<file path="src/rtl/tste_pkg.sv">
// shared types, register indexes and divide helper for the tinted shade table entry block
`timescale 1ns / 1ps
`default_nettype none
package tste_pkg;

  localparam int unsigned CfgIdxW = 3;

  typedef enum logic [CfgIdxW-1:0] {
    REG_TINT_COLOR       = 3'd0,
    REG_RED_UP_SHIFT     = 3'd1,
    REG_GREEN_UP_SHIFT   = 3'd2,
    REG_RED_DOWN_SHIFT   = 3'd3,
    REG_GREEN_DOWN_SHIFT = 3'd4,
    REG_BLUE_DOWN_SHIFT  = 3'd5
  } cfg_reg_e;

  localparam logic [3:0]  LevelMax  = 4'hf;
  // 2^15 / 15 rounded up, exact for dividends below 4681
  localparam logic [11:0] Recip15   = 12'h889;
  localparam int unsigned Recip15Sh = 15;

  typedef struct packed {
    logic [7:0] blue;
    logic [7:0] green;
    logic [7:0] red;
  } tint_t;

  // truncating divide by 15 for values up to 15*255
  function automatic logic [7:0] div15(input logic [11:0] x);
    logic [23:0] prod;
    prod = x * Recip15;
    return prod[Recip15Sh +: 8];
  endfunction

endpackage
`default_nettype wire

</file>
<file path="src/rtl/tste_channel.sv">
// one color channel: scaled nibble in the high half plus scaled tint, wrapped to 8 bits
`timescale 1ns / 1ps
`default_nettype none
module tste_channel
  import tste_pkg::*;
(
  input  logic [3:0] nib_i,
  input  logic [7:0] tint_i,
  input  logic [3:0] level_i,
  output logic [7:0] shade_o
);

  logic [11:0] nib_prod;
  logic [11:0] tint_prod;
  logic [7:0]  nib_scaled;
  logic [7:0]  tint_scaled;

  assign nib_prod    = 12'(nib_i * level_i);
  assign tint_prod   = 12'(tint_i * level_i);
  assign nib_scaled  = div15(nib_prod);
  assign tint_scaled = div15(tint_prod);
  // nibble result is at most 15 so its shifted form fits the byte
  assign shade_o     = {nib_scaled[3:0], 4'h0} + tint_scaled;

endmodule
`default_nettype wire

</file>
<file path="src/rtl/tinted_shade_table_entry_core.sv">
// top level of the tinted shade table entry generator
`timescale 1ns / 1ps
`default_nettype none
// Usage:
//   An index beat is taken on a rising edge with start high and busy low.
//   busy is tied low: a new index may be issued every cycle.
//   The index is registered, the three channels are shaded, placed and ORed,
//   and the packed entry appears on entry_value_o with done_o high for exactly
//   one cycle, driven from the result register.
//   Throughput is one entry per cycle; the input register and the result
//   register lie around the shading logic.
//   The receiver cannot stall: each result beat is valid for one cycle only.
//   Configuration: cfg_we_i writes cfg_data_i to register cfg_idx_i (tint color,
//   red/green up shifts, red/green/blue down shifts); indexes past the list are
//   dropped. Write only while no index is in flight.
//   Reset clears the pipeline valid bits and loads tint 0, up shifts 10 and 5,
//   and down shifts 3.
module tinted_shade_table_entry_core
  import tste_pkg::*;
(
  input  logic               clk_i,
  input  logic               rst_ni,
  input  logic               start,
  output logic               busy,
  input  logic [15:0]        entry_index_i,
  output logic               done_o,
  output logic [15:0]        entry_value_o,
  input  logic               cfg_we_i,
  input  logic [CfgIdxW-1:0] cfg_idx_i,
  input  logic [23:0]        cfg_data_i
);

  tint_t      tint_q;
  logic [3:0] red_up_q, green_up_q;
  logic [2:0] red_dn_q, green_dn_q, blue_dn_q;

  logic        in_vld_q;
  logic [15:0] idx_q;
  logic        out_vld_q;
  logic [15:0] value_q, value_d;

  logic [3:0]  level;
  logic [7:0]  red_shade, green_shade, blue_shade;
  logic [15:0] red_field, green_field, blue_field;

  assign busy = 1'b0;

  always_ff @(posedge clk_i or negedge rst_ni) begin
    if (!rst_ni) begin
      tint_q     <= '0;
      red_up_q   <= 4'd10;
      green_up_q <= 4'd5;
      red_dn_q   <= 3'd3;
      green_dn_q <= 3'd3;
      blue_dn_q  <= 3'd3;
    end else if (cfg_we_i) begin
      case (cfg_reg_e'(cfg_idx_i))
        REG_TINT_COLOR:       tint_q     <= tint_t'(cfg_data_i);
        REG_RED_UP_SHIFT:     red_up_q   <= cfg_data_i[3:0];
        REG_GREEN_UP_SHIFT:   green_up_q <= cfg_data_i[3:0];
        REG_RED_DOWN_SHIFT:   red_dn_q   <= cfg_data_i[2:0];
        REG_GREEN_DOWN_SHIFT: green_dn_q <= cfg_data_i[2:0];
        REG_BLUE_DOWN_SHIFT:  blue_dn_q  <= cfg_data_i[2:0];
        default: ;
      endcase
    end
  end

  always_ff @(posedge clk_i or negedge rst_ni) begin
    if (!rst_ni) begin
      in_vld_q  <= 1'b0;
      out_vld_q <= 1'b0;
    end else begin
      in_vld_q  <= start && !busy;
      out_vld_q <= in_vld_q;
    end
  end

  always_ff @(posedge clk_i) begin
    idx_q   <= entry_index_i;
    value_q <= value_d;
  end

  assign level = LevelMax - idx_q[15:12];

  tste_channel u_red (
    .nib_i   (idx_q[11:8]),
    .tint_i  (tint_q.red),
    .level_i (level),
    .shade_o (red_shade)
  );

  tste_channel u_green (
    .nib_i   (idx_q[7:4]),
    .tint_i  (tint_q.green),
    .level_i (level),
    .shade_o (green_shade)
  );

  tste_channel u_blue (
    .nib_i   (idx_q[3:0]),
    .tint_i  (tint_q.blue),
    .level_i (level),
    .shade_o (blue_shade)
  );

  // bits pushed above 15 by the up shift are dropped
  assign red_field   = 16'({8'h00, red_shade} >> red_dn_q) << red_up_q;
  assign green_field = 16'({8'h00, green_shade} >> green_dn_q) << green_up_q;
  assign blue_field  = {8'h00, blue_shade} >> blue_dn_q;
  assign value_d     = red_field | green_field | blue_field;

  assign done_o        = out_vld_q;
  assign entry_value_o = value_q;

`ifndef NO_ASSERTIONS
  a_two_cycle_latency : assert property (@(posedge clk_i) disable iff (!rst_ni)
    start |=> ##1 done_o)
    else $error("accepted index gave no result two cycles later");

  a_no_spurious_result : assert property (@(posedge clk_i) disable iff (!rst_ni)
    in_vld_q |-> $past(start))
    else $error("pipeline valid without an accepted index");

  a_zero_level_black : assert property (@(posedge clk_i) disable iff (!rst_ni)
    (start && entry_index_i[15:12] == 4'hf) |=> ##1 (entry_value_o == 16'h0000))
    else $error("zero level entry is not black");
`endif

endmodule
`default_nettype wire
</file>
<file path="config.mk">
export PLATFORM = sky130hd
export DESIGN_NAME = tinted_shade_table_entry_core
export DESIGN_NICKNAME = d
export VERILOG_FILES = /design/src/rtl/tste_pkg.sv /design/src/rtl/tste_channel.sv /design/src/rtl/tinted_shade_table_entry_core.sv
export SDC_FILE = /design/constraint.sdc
export NUM_CORES = 1
export LEC_CHECK = 0
export BUFFER_PORTS_ARGS = -buffer_cell sky130_fd_sc_hd__buf_2
export CAP_MARGIN = 40
export CORE_UTILIZATION = 50
export DETAILED_ROUTE_END_ITERATION = 8
export PLACE_DENSITY = 0.63
export SLEW_MARGIN = 20
export SYNTH_ARGS = -nofsm -noshare
export SYNTH_HDL_FRONTEND = slang
export SYNTH_SLANG_ARGS = --single-unit
</file>
<file path="constraint.sdc">
create_clock -name clk_i -period 20.2 [get_ports clk_i]
set_input_delay 2.02 -clock clk_i [delete_from_list [all_inputs] [get_ports clk_i]]
set_output_delay 2.02 -clock clk_i [all_outputs]
set_load 0.01 [all_outputs]
</file>
==> key figures, run 1 <==
Synth
  – Gate Count Post-Synth: 1,655
  – Synth Warn #: 0
  – Share of the synthesized area in the top cell type: 30.41%
  – Nets in the synthesized netlist: 2,138
  – Cells taking the most area after synthesis: sky130_fd_sc_hd__ha_1, sky130_fd_sc_hd__fa_1, sky130_fd_sc_hd__dfrtp_1
  – Combined area of all synthesized cells: 14,690 um^2
  – Leading register cell type out of synthesis: sky130_fd_sc_hd__dfrtp_1
  – Sequential element share of the synthesized area: 11.77%
  – EDFF count, synth: 0
  – Async set or reset register ratio after synthesis: 57.33%
  – Area leader, netlist: sky130_fd_sc_hd__ha_1
  – Number of unique standard cell types used by synthesis: 90
  – Number of synthesized register bits: 75
  – Syn avg cell area: 8.875 um^2

Timing
  – Setup violations, final: 0
  – Slew at the pin with the worst max-slew slack: 889.7 ps
  – Period Utilization, post-route: 48.36%
  – Hold violation count in the final report: 0
  – Slew headroom: 40.54%
  – Min Clock Period, post-route: 9769 ps
  – Total negative slack for setup checks: 0 ps
  – Setup skew after layout: 10.16 ps
  – Max-slew violations: 0
  – Top achievable clock speed: 102.4 MHz
  – RSZ-0062 raised after global routing: no

Setup path
  – Setup Crit Path Kind: reg2reg
  – Critical path's most frequent cell: sky130_fd_sc_hd__ha_1
  – Start point of the critical path: idx_q[15]
  – Crit path launch type: flop
  – Crit Path Max Fanout: 36
  – Required time at the endpoint of the critical path: 20,420 ps
  – Endpoint of the most critical setup path: entry_value_o[6]
  – Worst reg-to-reg path cell count: 39
  – Cell with the biggest individual delay on the critical path: sky130_fd_sc_hd__fa_1
  – Slowest stage delay, CP: 540 ps
  – Reg2Reg Launch Point: idx_q[15]
  – Reg-to-reg critical path endpoint: entry_value_o[6]
  – Endpoint type of the worst setup path: flop
  – Arrival time of the worst setup path: 9990 ps
  – Register-to-register path setup slack: 10,430 ps

Global routing
  – Sum of overflow across all layers after global routing: 0
  – Pin count of the biggest net entering global routing: 44
  – Antenna violations before repair: 5
  – Via count of the first global-routing pass: 11,940
  – GR Util All Layers: 22.38%
  – Wire length of the first global-routing pass: 55.59 mm

Layout
  – Top library cells by usage in the layout, fill and taps aside: sky130_fd_sc_hd__ha_1, sky130_fd_sc_hd__inv_1, sky130_fd_sc_hd__nor2b_1
  – Layout overhead on the synthesized area: 6.875%
  – Number of fill cells in the layout: 2,692
  – Fraction of final layout cells with drive strength greater than 1: 9.706%
  – Area of all sequential standard cells: 1729 um^2
  – Most common cell after layout, fill and taps aside: sky130_fd_sc_hd__ha_1
  – Number of nets in the final layout: 2,178
  – Multi-input combinational cell area: 12,070 um^2

Clock network
  – Post-CTS sizing: 0
  – CTS Buf Count: 9
  – Clock slew at the register clock pins of the worst setup and hold paths: 70 ps
  – Post-CTS setup-driven buffer insertion count: 0
  – Largest buffer count on any clock path: 2
  – TritonCTS clock tree: built
  – Clock tree sinks: 75
  – Clk Latency, worst-skew pair: 350 ps
  – Number of hold-repair buffers added at the cts stage: 0
  – Depth of the CTS H-tree: 3
  – Buffer type at the clock tree root: sky130_fd_sc_hd__clkbuf_16

Drt
  – DR WL/cell: 15.67 um
  – Number of vias after detailed routing: 11,900
  – DRT iter0 DRCs: 743
  – Number of nets still failing antenna checks after routing: 0
  – Count of TritonRoute iterations in the first routing pass: 5
  – Final Routed Wirelength: 32.69 mm
  – # DRC: 0
  – Number of vias per cell: 5.707

Die
  – Num ports: 65
  – Die outline area: 30,070 um^2
  – Core area: 28,780 um^2
  – Horiz. Die Dim: 173.4 um
  – Initial core utilization: 51.03%
  – Y dimension of the die: 173.4 um
  – Row Count: 62

Worst hold path
  – Path type of the worst min-delay path: reg2reg

Status
  – Outcome: completed

Placed design
  – Global placement routability congestion: 0.8751
  – Port Buffer Count: 63
  – Estimated wirelength of the detail-placed design: 27.29 mm

Run
  – Count of max-cap constraint violations: 0
-- through the flow --
| step | instance area, um^2 | worst slack (ps) | instances | utilization (%) | hold WS [ps] |
|---|---|---|---|---|---|
| 2_1_floorplan | 14690 | 11210 | 1655 | - | 331.2 |
| 3_3_place_gp | 15360 | 10510 | 2063 | 53.36 | 332.5 |
| 3_5_place_dp | 15380 | 10280 | 2066 | 53.45 | 336.3 |
| 4_1_cts | 15670 | 10230 | 2082 | 54.46 | 352.1 |
| 5_1_grt | 15700 | 9627 | 2086 | 54.54 | 355.4 |
| 6_report | 15700 | 10430 | 2086 | 54.54 | 348.6 |
-- cell usage after synthesis, types with 25 or more instances --
| cell type | instances |
|---|---|
| sky130_fd_sc_hd__xor2_1 | 25 |
| sky130_fd_sc_hd__nor2b_1 | 104 |
| sky130_fd_sc_hd__a21oi_1 | 68 |
| sky130_fd_sc_hd__inv_1 | 191 |
| sky130_fd_sc_hd__ha_1 | 357 |
| sky130_fd_sc_hd__a21o_1 | 32 |
| sky130_fd_sc_hd__o21ai_0 | 62 |
| sky130_fd_sc_hd__fa_1 | 79 |
| sky130_fd_sc_hd__nand3_1 | 26 |
| sky130_fd_sc_hd__nor2_1 | 79 |
| sky130_fd_sc_hd__dfrtp_1 | 33 |
| sky130_fd_sc_hd__nor3_1 | 26 |
| sky130_fd_sc_hd__xnor2_1 | 47 |
| sky130_fd_sc_hd__nand2_1 | 80 |
| sky130_fd_sc_hd__clkbuf_1 | 39 |
| sky130_fd_sc_hd__nand2b_1 | 67 |
| sky130_fd_sc_hd__mux2_2 | 34 |
| sky130_fd_sc_hd__dfxtp_1 | 32 |
-- sequential cells by signal, summed over array words and instances, names as in the netlist, 3 cells and up --
register,count
blue_dn_q,3
entry_value_o,16
green_dn_q,3
green_up_q,4
idx_q,16
red_dn_q,3
red_up_q,4
tint_q,24
-- critical path, delay by kind of cell, from the launching register on --
kind | cells | cell delay, ps
XOR/XNOR | 4 | 1150
AND/OR/NAND/NOR | 9 | 1690
buffers and inverters | 4 | 610
flip-flops | 1 | 310
AO/OA/AOI/OAI | 13 | 2620
adder cells (fa/ha/maj) | 9 | 3200
-- cells by family after synthesis --
family,count (synthesis),share of synthesized area (%)
XOR/XNOR,75,4.770
AO/OA/AOI/OAI,322,15.22
AND/OR/NAND/NOR,462,17.00
other,1,0.02553
flip-flops,75,11.77
buffers and inverters,237,6.108
adder cells (fa/ha/maj),436,41.18
multiplexers,47,3.919
-- worst min path at each step --
stage | startpoint | cells after the start | endpoint | slack [ps]
floorplan | in_vld_q | 0 | done_o | 330
global placement | in_vld_q | 0 | done_o | 330
detailed placement | in_vld_q | 0 | done_o | 340
CTS | in_vld_q | 0 | done_o | 350
global route | in_vld_q | 0 | done_o | 360
finish | in_vld_q | 0 | done_o | 350
-- cell type report --
| type | count | area share (%) |
|---|---|---|
| inverters | 192 | 4.591 |
| clock buffers | 12 | 1.634 |
| flip-flops and latches | 75 | 11.02 |
| well taps | 384 | 3.061 |
| clock inverters | 4 | 0.2152 |
| multi-input cells | 1343 | 76.88 |
| repair buffers | 74 | 2.575 |
| diodes | 2 | 0.03188 |
-- routing by layer --
metal | vias up | share of wire [%] | GRT usage [%]
met4 | 4 | 1.5 | 5.125
met1 | 5645 | 46 | 28.72
met5 | - | 0.080 | 0
met3 | 46 | 4.5 | 3.575
li1 | 5952 | - | -
met2 | 257 | 48 | 39.21
Power of run 1 is left out: the tool's default activity adds up to more than one toggle a clock period on the data nets, which glitch-free logic cannot reach.
==> run 2, diff against run 1 <==
==> constraint.sdc (replaced) <==
create_clock -name clk_i -period 9.86 [get_ports clk_i]
set_input_delay 0.986 -clock clk_i [delete_from_list [all_inputs] [get_ports clk_i]]
set_output_delay 0.986 -clock clk_i [all_outputs]
set_load 0.01 [all_outputs]
==> key figures, run 2 (synthesis gave the netlist of run 1 again) <==
Drt
  – Met1 WL: 15.45 mm (+2.6%)
  – Highest layer used for signal routing: met5
  – DR WL/cell: 15.67 um (about the same)
  – Count of TritonRoute iterations in the first routing pass: 5 (unchanged)
  – Final Routed Wirelength: 32.80 mm (+0.34%)
  – Number of nets still failing antenna checks after routing: 0 (unchanged)
  – DR WL met3: 1.291 mm (-11%)
  – Sum of met2 wire segment lengths after detailed routing: 15.53 mm (-0.93%)
  – # DRC: 0 (unchanged)
  – DRT iter0 DRCs: 772 (+3.9%)
  – Number of vias per cell: 5.672 (-0.60%)
  – Number of vias after detailed routing: 11,870 (-0.27%)

Setup path
  – Setup Crit Path Kind: reg2reg
  – Cell with the biggest individual delay on the critical path: sky130_fd_sc_hd__fa_1
  – Arrival time of the worst setup path: 9480 ps (-510 ps)
  – Slowest stage delay, CP: 540 ps (about the same)
  – Critical path's top delay family: adder cells
  – Endpoint type of the worst setup path: flop
  – Buffers & Inverters on Critical Path: 2 (-2)
  – Required time at the endpoint of the critical path: 10,080 ps (-10,340 ps)
  – Crit Path Max Fanout: 16 (-56%)
  – Crit path launch type: flop

Global routing
  – Antenna violations before repair: 5 (unchanged)
  – GR Util All Layers: 22.35% (-0.028 points)
  – Via count of the first global-routing pass: 11,680 (-2.2%)
  – Pin count of the biggest net entering global routing: 44 (unchanged)
  – Wire length of the first global-routing pass: 55.54 mm (about the same)
  – Sum of overflow across all layers after global routing: 0 (unchanged)

Layout
  – Fraction of final layout cells with drive strength greater than 1: 10.90% (+1.2 points)
  – Layout overhead on the synthesized area: 7.769%
  – Final Util: 55.00% (+0.46 points)
  – Top library cells by usage in the layout, fill and taps aside: sky130_fd_sc_hd__ha_1, sky130_fd_sc_hd__inv_1, sky130_fd_sc_hd__nor2b_1
  – Number of flip-flops under the largest register name: 24 (unchanged)
  – Most common cell after layout, fill and taps aside: sky130_fd_sc_hd__ha_1
  – Multi-input combinational cell area: 12,140 um^2 (+0.61%)
  – Area of all sequential standard cells: 1733 um^2 (+0.22%)
  – Largest register by flop count: tint_q
  – Number of nets in the final layout: 2,184 (+0.28%)
  – Total non-filler cell area in the finished layout: 15,830 um^2 (+0.84%)
  – Number of fill cells in the layout: 2,645 (-1.7%)

Die
  – Y dimension of the die: 173.4 um (unchanged)
  – Horiz. Die Dim: 173.4 um (unchanged)
  – Row Count: 62 (unchanged)
  – Initial core utilization: 51.03% (unchanged)
  – Die outline area: 30,070 um^2 (unchanged)
  – Core area: 28,780 um^2 (unchanged)
  – Num ports: 65 (unchanged)

Timing
  – Setup skew after layout: 21.11 ps (+10.95 ps)
  – Setup violations, final: 0 (unchanged)
  – Slew at the pin with the worst max-slew slack: 722.6 ps (-167.1 ps)
  – WHS: 348.7 ps (+0.06900 ps)
  – Max-slew violations: 0 (unchanged)
  – Total negative slack for setup checks: 0 ps (unchanged)
  – Slew headroom: 51.07% (+11 points)
  – Hold violation count in the final report: 0 (unchanged)
  – Period Utilization, post-route: 93.87% (+46 points)
  – Top achievable clock speed: 108.0 MHz (+5.5%)
  – Min Clock Period, post-route: 9255 ps (-513.3 ps)

Clock network
  – Clk Latency, worst-skew pair: 360 ps (about the same)
  – Number of hold-repair buffers added at the cts stage: 0 (unchanged)
  – Clock tree sinks: 75 (unchanged)
  – CTS Buf Count: 9 (unchanged)
  – Buffer type at the clock tree root: sky130_fd_sc_hd__clkbuf_16
  – Clock slew at the register clock pins of the worst setup and hold paths: 70 ps (about the same)
  – Depth of the CTS H-tree: 3 (unchanged)
  – TritonCTS clock tree: built
  – Largest buffer count on any clock path: 2 (unchanged)

Placed design
  – Port Buffer Count: 63 (unchanged)
  – Estimated wirelength of the detail-placed design: 27.92 mm (+2.3%)
  – Total cell area at the placement stage: 15,420 um^2 (+0.26%)
  – Global placement routability congestion: 0.9148 (+4.5%)

Status
  – Outcome: completed

Worst hold path
  – Path type of the worst min-delay path: reg2reg

Run
  – Count of max-cap constraint violations: 0 (unchanged)
run 2: cell types whose count changed in the layout (fill, tap and decap cells not counted), moves of 2 or more:
cell	delta
sky130_fd_sc_hd__a2111oi_2	+2
sky130_fd_sc_hd__a211oi_1	-3
sky130_fd_sc_hd__a211oi_2	+3
sky130_fd_sc_hd__a21oi_1	-2
sky130_fd_sc_hd__a21oi_2	+2
sky130_fd_sc_hd__buf_4	+8
sky130_fd_sc_hd__dfxtp_1	-3
sky130_fd_sc_hd__dfxtp_2	+3
sky130_fd_sc_hd__nor3_4	+2
run 2: path summary, 6_finish.rpt:
| kind | from | end | slack (ps) | depth (start not counted) |
|---|---|---|---|---|
| max in group asynchronous | rst_ni | tint_q[19] | 8710 | 2 |
| hold reg to reg | in_vld_q | done_o | 350 | 0 |
| min in group asynchronous | rst_ni | tint_q[7] | 710 | 2 |
| setup reg to reg | idx_q[15] | entry_value_o[0] | 600 | 37 |
| hold / removal | in_vld_q | done_o | 350 | 0 |
| setup / recovery | idx_q[15] | entry_value_o[0] | 600 | 37 |
run 2: layer usage:
metal	GRT usage, %	up-vias
li1	-	5942
met1	29.68	5687
met2	38.09	204
met3	3.684	35
met4	4.609	4
met5	0	-
run 2: what timing repair did:
action,4_1_cts,5_1_grt
setup buffers,0,2
resized for setup,0,20
setup endpoints to repair,0,16
run 2: area by class of cell:
type	instances	share of cell area, %
Timing Repair Buffer	80	2.798
Clock buffer	11	1.533
Antenna cell	3	0.04743
Tap cell	384	3.035
Inverter	192	4.553
Clock inverter	5	0.3794
Sequential cell	75	10.95
Multi-Input combinational cell	1343	76.71
run 2: through the flow:
| step | setup WS [ps] | cells |
|---|---|---|
| finish | 604.8 | 2093 |
| CTS | 127.9 | 2087 |
| detailed placement | 161.9 | 2071 |
| global placement | 351.3 | 2070 |
| floorplan | 873.5 | 1655 |
| global route | -35.76 | 2092 |
run 2: worst register-to-register path, delay by kind of cell, from the launching register on:
kind / cells / cell delay, ps
flip-flops: 1 / 380
XOR/XNOR: 6 / 1130
AND/OR/NAND/NOR: 4 / 630
buffers and inverters: 2 / 280
multiplexers: 2 / 820
adder cells (fa/ha/maj): 8 / 3050
AO/OA/AOI/OAI: 15 / 2840
Power of run 2 is left out for the same reason.
==> run 3, diff against run 2 <==
--- a/config.mk
+++ b/config.mk
@@ -7,6 +7,7 @@
 export LEC_CHECK = 0
 export BUFFER_PORTS_ARGS = -buffer_cell sky130_fd_sc_hd__buf_2
 export CAP_MARGIN = 40
+export CORE_ASPECT_RATIO = 1.5
 export CORE_UTILIZATION = 50
 export DETAILED_ROUTE_END_ITERATION = 8
 export PLACE_DENSITY = 0.63
==> constraint.sdc (replaced) <==
create_clock -name clk_i -period 9.86 [get_ports clk_i]
set_input_delay 0.986 -clock clk_i [delete_from_list [all_inputs] [get_ports clk_i]]
set_output_delay 0.986 -clock clk_i [all_outputs]
set_load 0.005 [all_outputs]
==> key figures, run 3 (synthesis gave the netlist of run 1 again) <==
Layout
  – Fraction of final layout cells with drive strength greater than 1: 11.20% (+0.29 points)
  – Number of fill cells in the layout: 2,726 (+3.1%)
  – Final Util: 55.26% (+0.26 points)
  – Number of nets in the final layout: 2,193 (+0.41%)
  – Area of all sequential standard cells: 1730 um^2 (-0.14%)
  – Most common cell after layout, fill and taps aside: sky130_fd_sc_hd__ha_1
  – Layout overhead on the synthesized area: 8.399%
  – Number of flip-flops under the largest register name: 24 (unchanged)
  – Largest register by flop count: tint_q
  – Multi-input combinational cell area: 12,170 um^2 (+0.25%)
  – Top library cells by usage in the layout, fill and taps aside: sky130_fd_sc_hd__ha_1, sky130_fd_sc_hd__inv_1, sky130_fd_sc_hd__nor2b_1
  – Final antenna diode count: 0 (-3)

Global routing
  – Via count of the first global-routing pass: 12,150 (+4.0%)
  – Wire length of the first global-routing pass: 56.18 mm (+1.2%)
  – Antenna violations before repair: 0 (-5)
  – GR Util All Layers: 23.49% (+1.1 points)
  – Sum of overflow across all layers after global routing: 0 (unchanged)
  – Pin count of the biggest net entering global routing: 44 (unchanged)

Status
  – Outcome: completed

Drt
  – # DRC: 0 (unchanged)
  – Number of nets still failing antenna checks after routing: 0 (unchanged)
  – Final Routed Wirelength: 33.99 mm (+3.6%)
  – DR WL/cell: 16.15 um (+3.0%)
  – DRT iter0 DRCs: 437 (-43%)
  – Number of vias after detailed routing: 12,000 (+1.1%)
  – Count of TritonRoute iterations in the first routing pass: 5 (unchanged)
  – Number of vias per cell: 5.701 (+0.50%)

Die
  – Row Count: 76 (+23%)
  – Num ports: 65 (unchanged)
  – Die outline area: 30,080 um^2 (about the same)
  – Horiz. Die Dim: 141.9 um (-18%)
  – Core area: 28,810 um^2 (+0.11%)
  – Y dimension of the die: 211.9 um (+22%)
  – Initial core utilization: 50.98% (-0.058 points)

Timing
  – Hold violation count in the final report: 0 (unchanged)
  – Min Clock Period, post-route: 9280 ps (+25.23 ps)
  – Total negative slack for setup checks: 0 ps (unchanged)
  – Slew headroom: 47.78% (-3.3 points)
  – Top achievable clock speed: 107.8 MHz (-0.27%)
  – Setup skew after layout: 4.963 ps (-16.15 ps)
  – Slew at the pin with the worst max-slew slack: 777.3 ps (+54.67 ps)
  – Max-slew violations: 0 (unchanged)
  – RSZ-0062 raised after global routing: no
  – Setup violations, final: 0 (unchanged)
  – Period Utilization, post-route: 94.12% (+0.26 points)

Setup path
  – Crit path launch type: flop
  – Required time at the endpoint of the critical path: 10,100 ps (+20 ps)
  – Arrival time of the worst setup path: 9520 ps (+40 ps)
  – Slowest stage delay, CP: 550 ps (about the same)
  – Crit Path Max Fanout: 14 (-2)
  – Setup Crit Path Kind: reg2reg
  – Cell with the biggest individual delay on the critical path: sky130_fd_sc_hd__fa_1
  – Endpoint type of the worst setup path: flop

Placed design
  – Estimated wirelength of the detail-placed design: 28.58 mm (+2.4%)
  – Global placement routability congestion: 0.9226 (+0.85%)
  – Port Buffer Count: 63 (unchanged)

Clock network
  – Clk Latency, worst-skew pair: 360 ps (about the same)
  – CTS Buf Count: 9 (unchanged)
  – Buffer type at the clock tree root: sky130_fd_sc_hd__clkbuf_16
  – Clock tree sinks: 75 (unchanged)
  – Clock slew at the register clock pins of the worst setup and hold paths: 60 ps (about the same)
  – Largest buffer count on any clock path: 2 (unchanged)
  – TritonCTS clock tree: built
  – Depth of the CTS H-tree: 3 (unchanged)

Run
  – Count of max-cap constraint violations: 0 (unchanged)

Worst hold path
  – Path type of the worst min-delay path: reg2reg
## run 3: area by class of cell
| cell class | instances | area share (%) |
|---|---|---|
| Multi-Input combinational cell | 1344 | 76.45 |
| Timing Repair Buffer | 88 | 3.167 |
| Clock inverter | 4 | 0.1729 |
| Inverter | 192 | 4.527 |
| Sequential cell | 75 | 10.87 |
| Clock buffer | 12 | 1.752 |
| Tap cell | 390 | 3.065 |
## run 3: timing repair
item / in CTS / in global routing
hold buffers: 0 / 0
resized for setup: 1 / 18
cloned: 0 / 1
endpoints found under the setup margin: 1 / 16
pin swaps: 0 / 4
buffers inserted: 0 / 5
## run 3: worst max-delay path: cells and delay by family, from the launching register on
family | cells | cell delay (ps)
multiplexers | 2 | 790
buffers and inverters | 1 | 250
XOR/XNOR | 6 | 1490
AND/OR/NAND/NOR | 4 | 570
adder cells (fa/ha/maj) | 8 | 3190
AO/OA/AOI/OAI | 15 | 2410
flip-flops | 1 | 440
## run 3: metrics by stage
| step | hold WS, ps | worst slack [ps] | instances | instance area, um^2 |
|---|---|---|---|---|
| final | 365.3 | 579.5 | 2105 | 15920 |
| after global routing | 364.7 | 9.721 | 2105 | 15920 |
| after CTS | 362.3 | 11.12 | 2098 | 15780 |
| after detailed placement | 337.8 | 31.90 | 2082 | 15460 |
| after global placement | 343.7 | 157.6 | 2082 | 15460 |
| after floorplan | 331.2 | 873.5 | 1655 | 14690 |
## run 3: routing by layer
metal / wire length, um / share of wire [%] / up-vias / track usage [%]
met5: 0 / 0 / - / 0
met4: 1279 / 3.8 / 0 / 11.23
li1: - / - / 5967 / -
met2: 18650 / 55 / 186 / 45.91
met1: 13340 / 39 / 5787 / 24.52
met3: 719 / 2.1 / 60 / 2.601
## run 3: path summary, 6_finish.rpt
| check | slack (ps) | to | depth (start not counted) | from |
|---|---|---|---|---|
| worst max-delay path | 580 | entry_value_o[0] | 36 | idx_q[13] |
| worst min-delay path | 370 | done_o | 0 | in_vld_q |
| worst max register to register | 580 | entry_value_o[0] | 36 | idx_q[13] |
| worst min register to register | 370 | done_o | 0 | in_vld_q |
| max in group asynchronous | 8660 | tint_q[6] | 2 | rst_ni |
| min in group asynchronous | 740 | blue_dn_q[2] | 2 | rst_ni |
Power of run 3 is left out for the same reason.
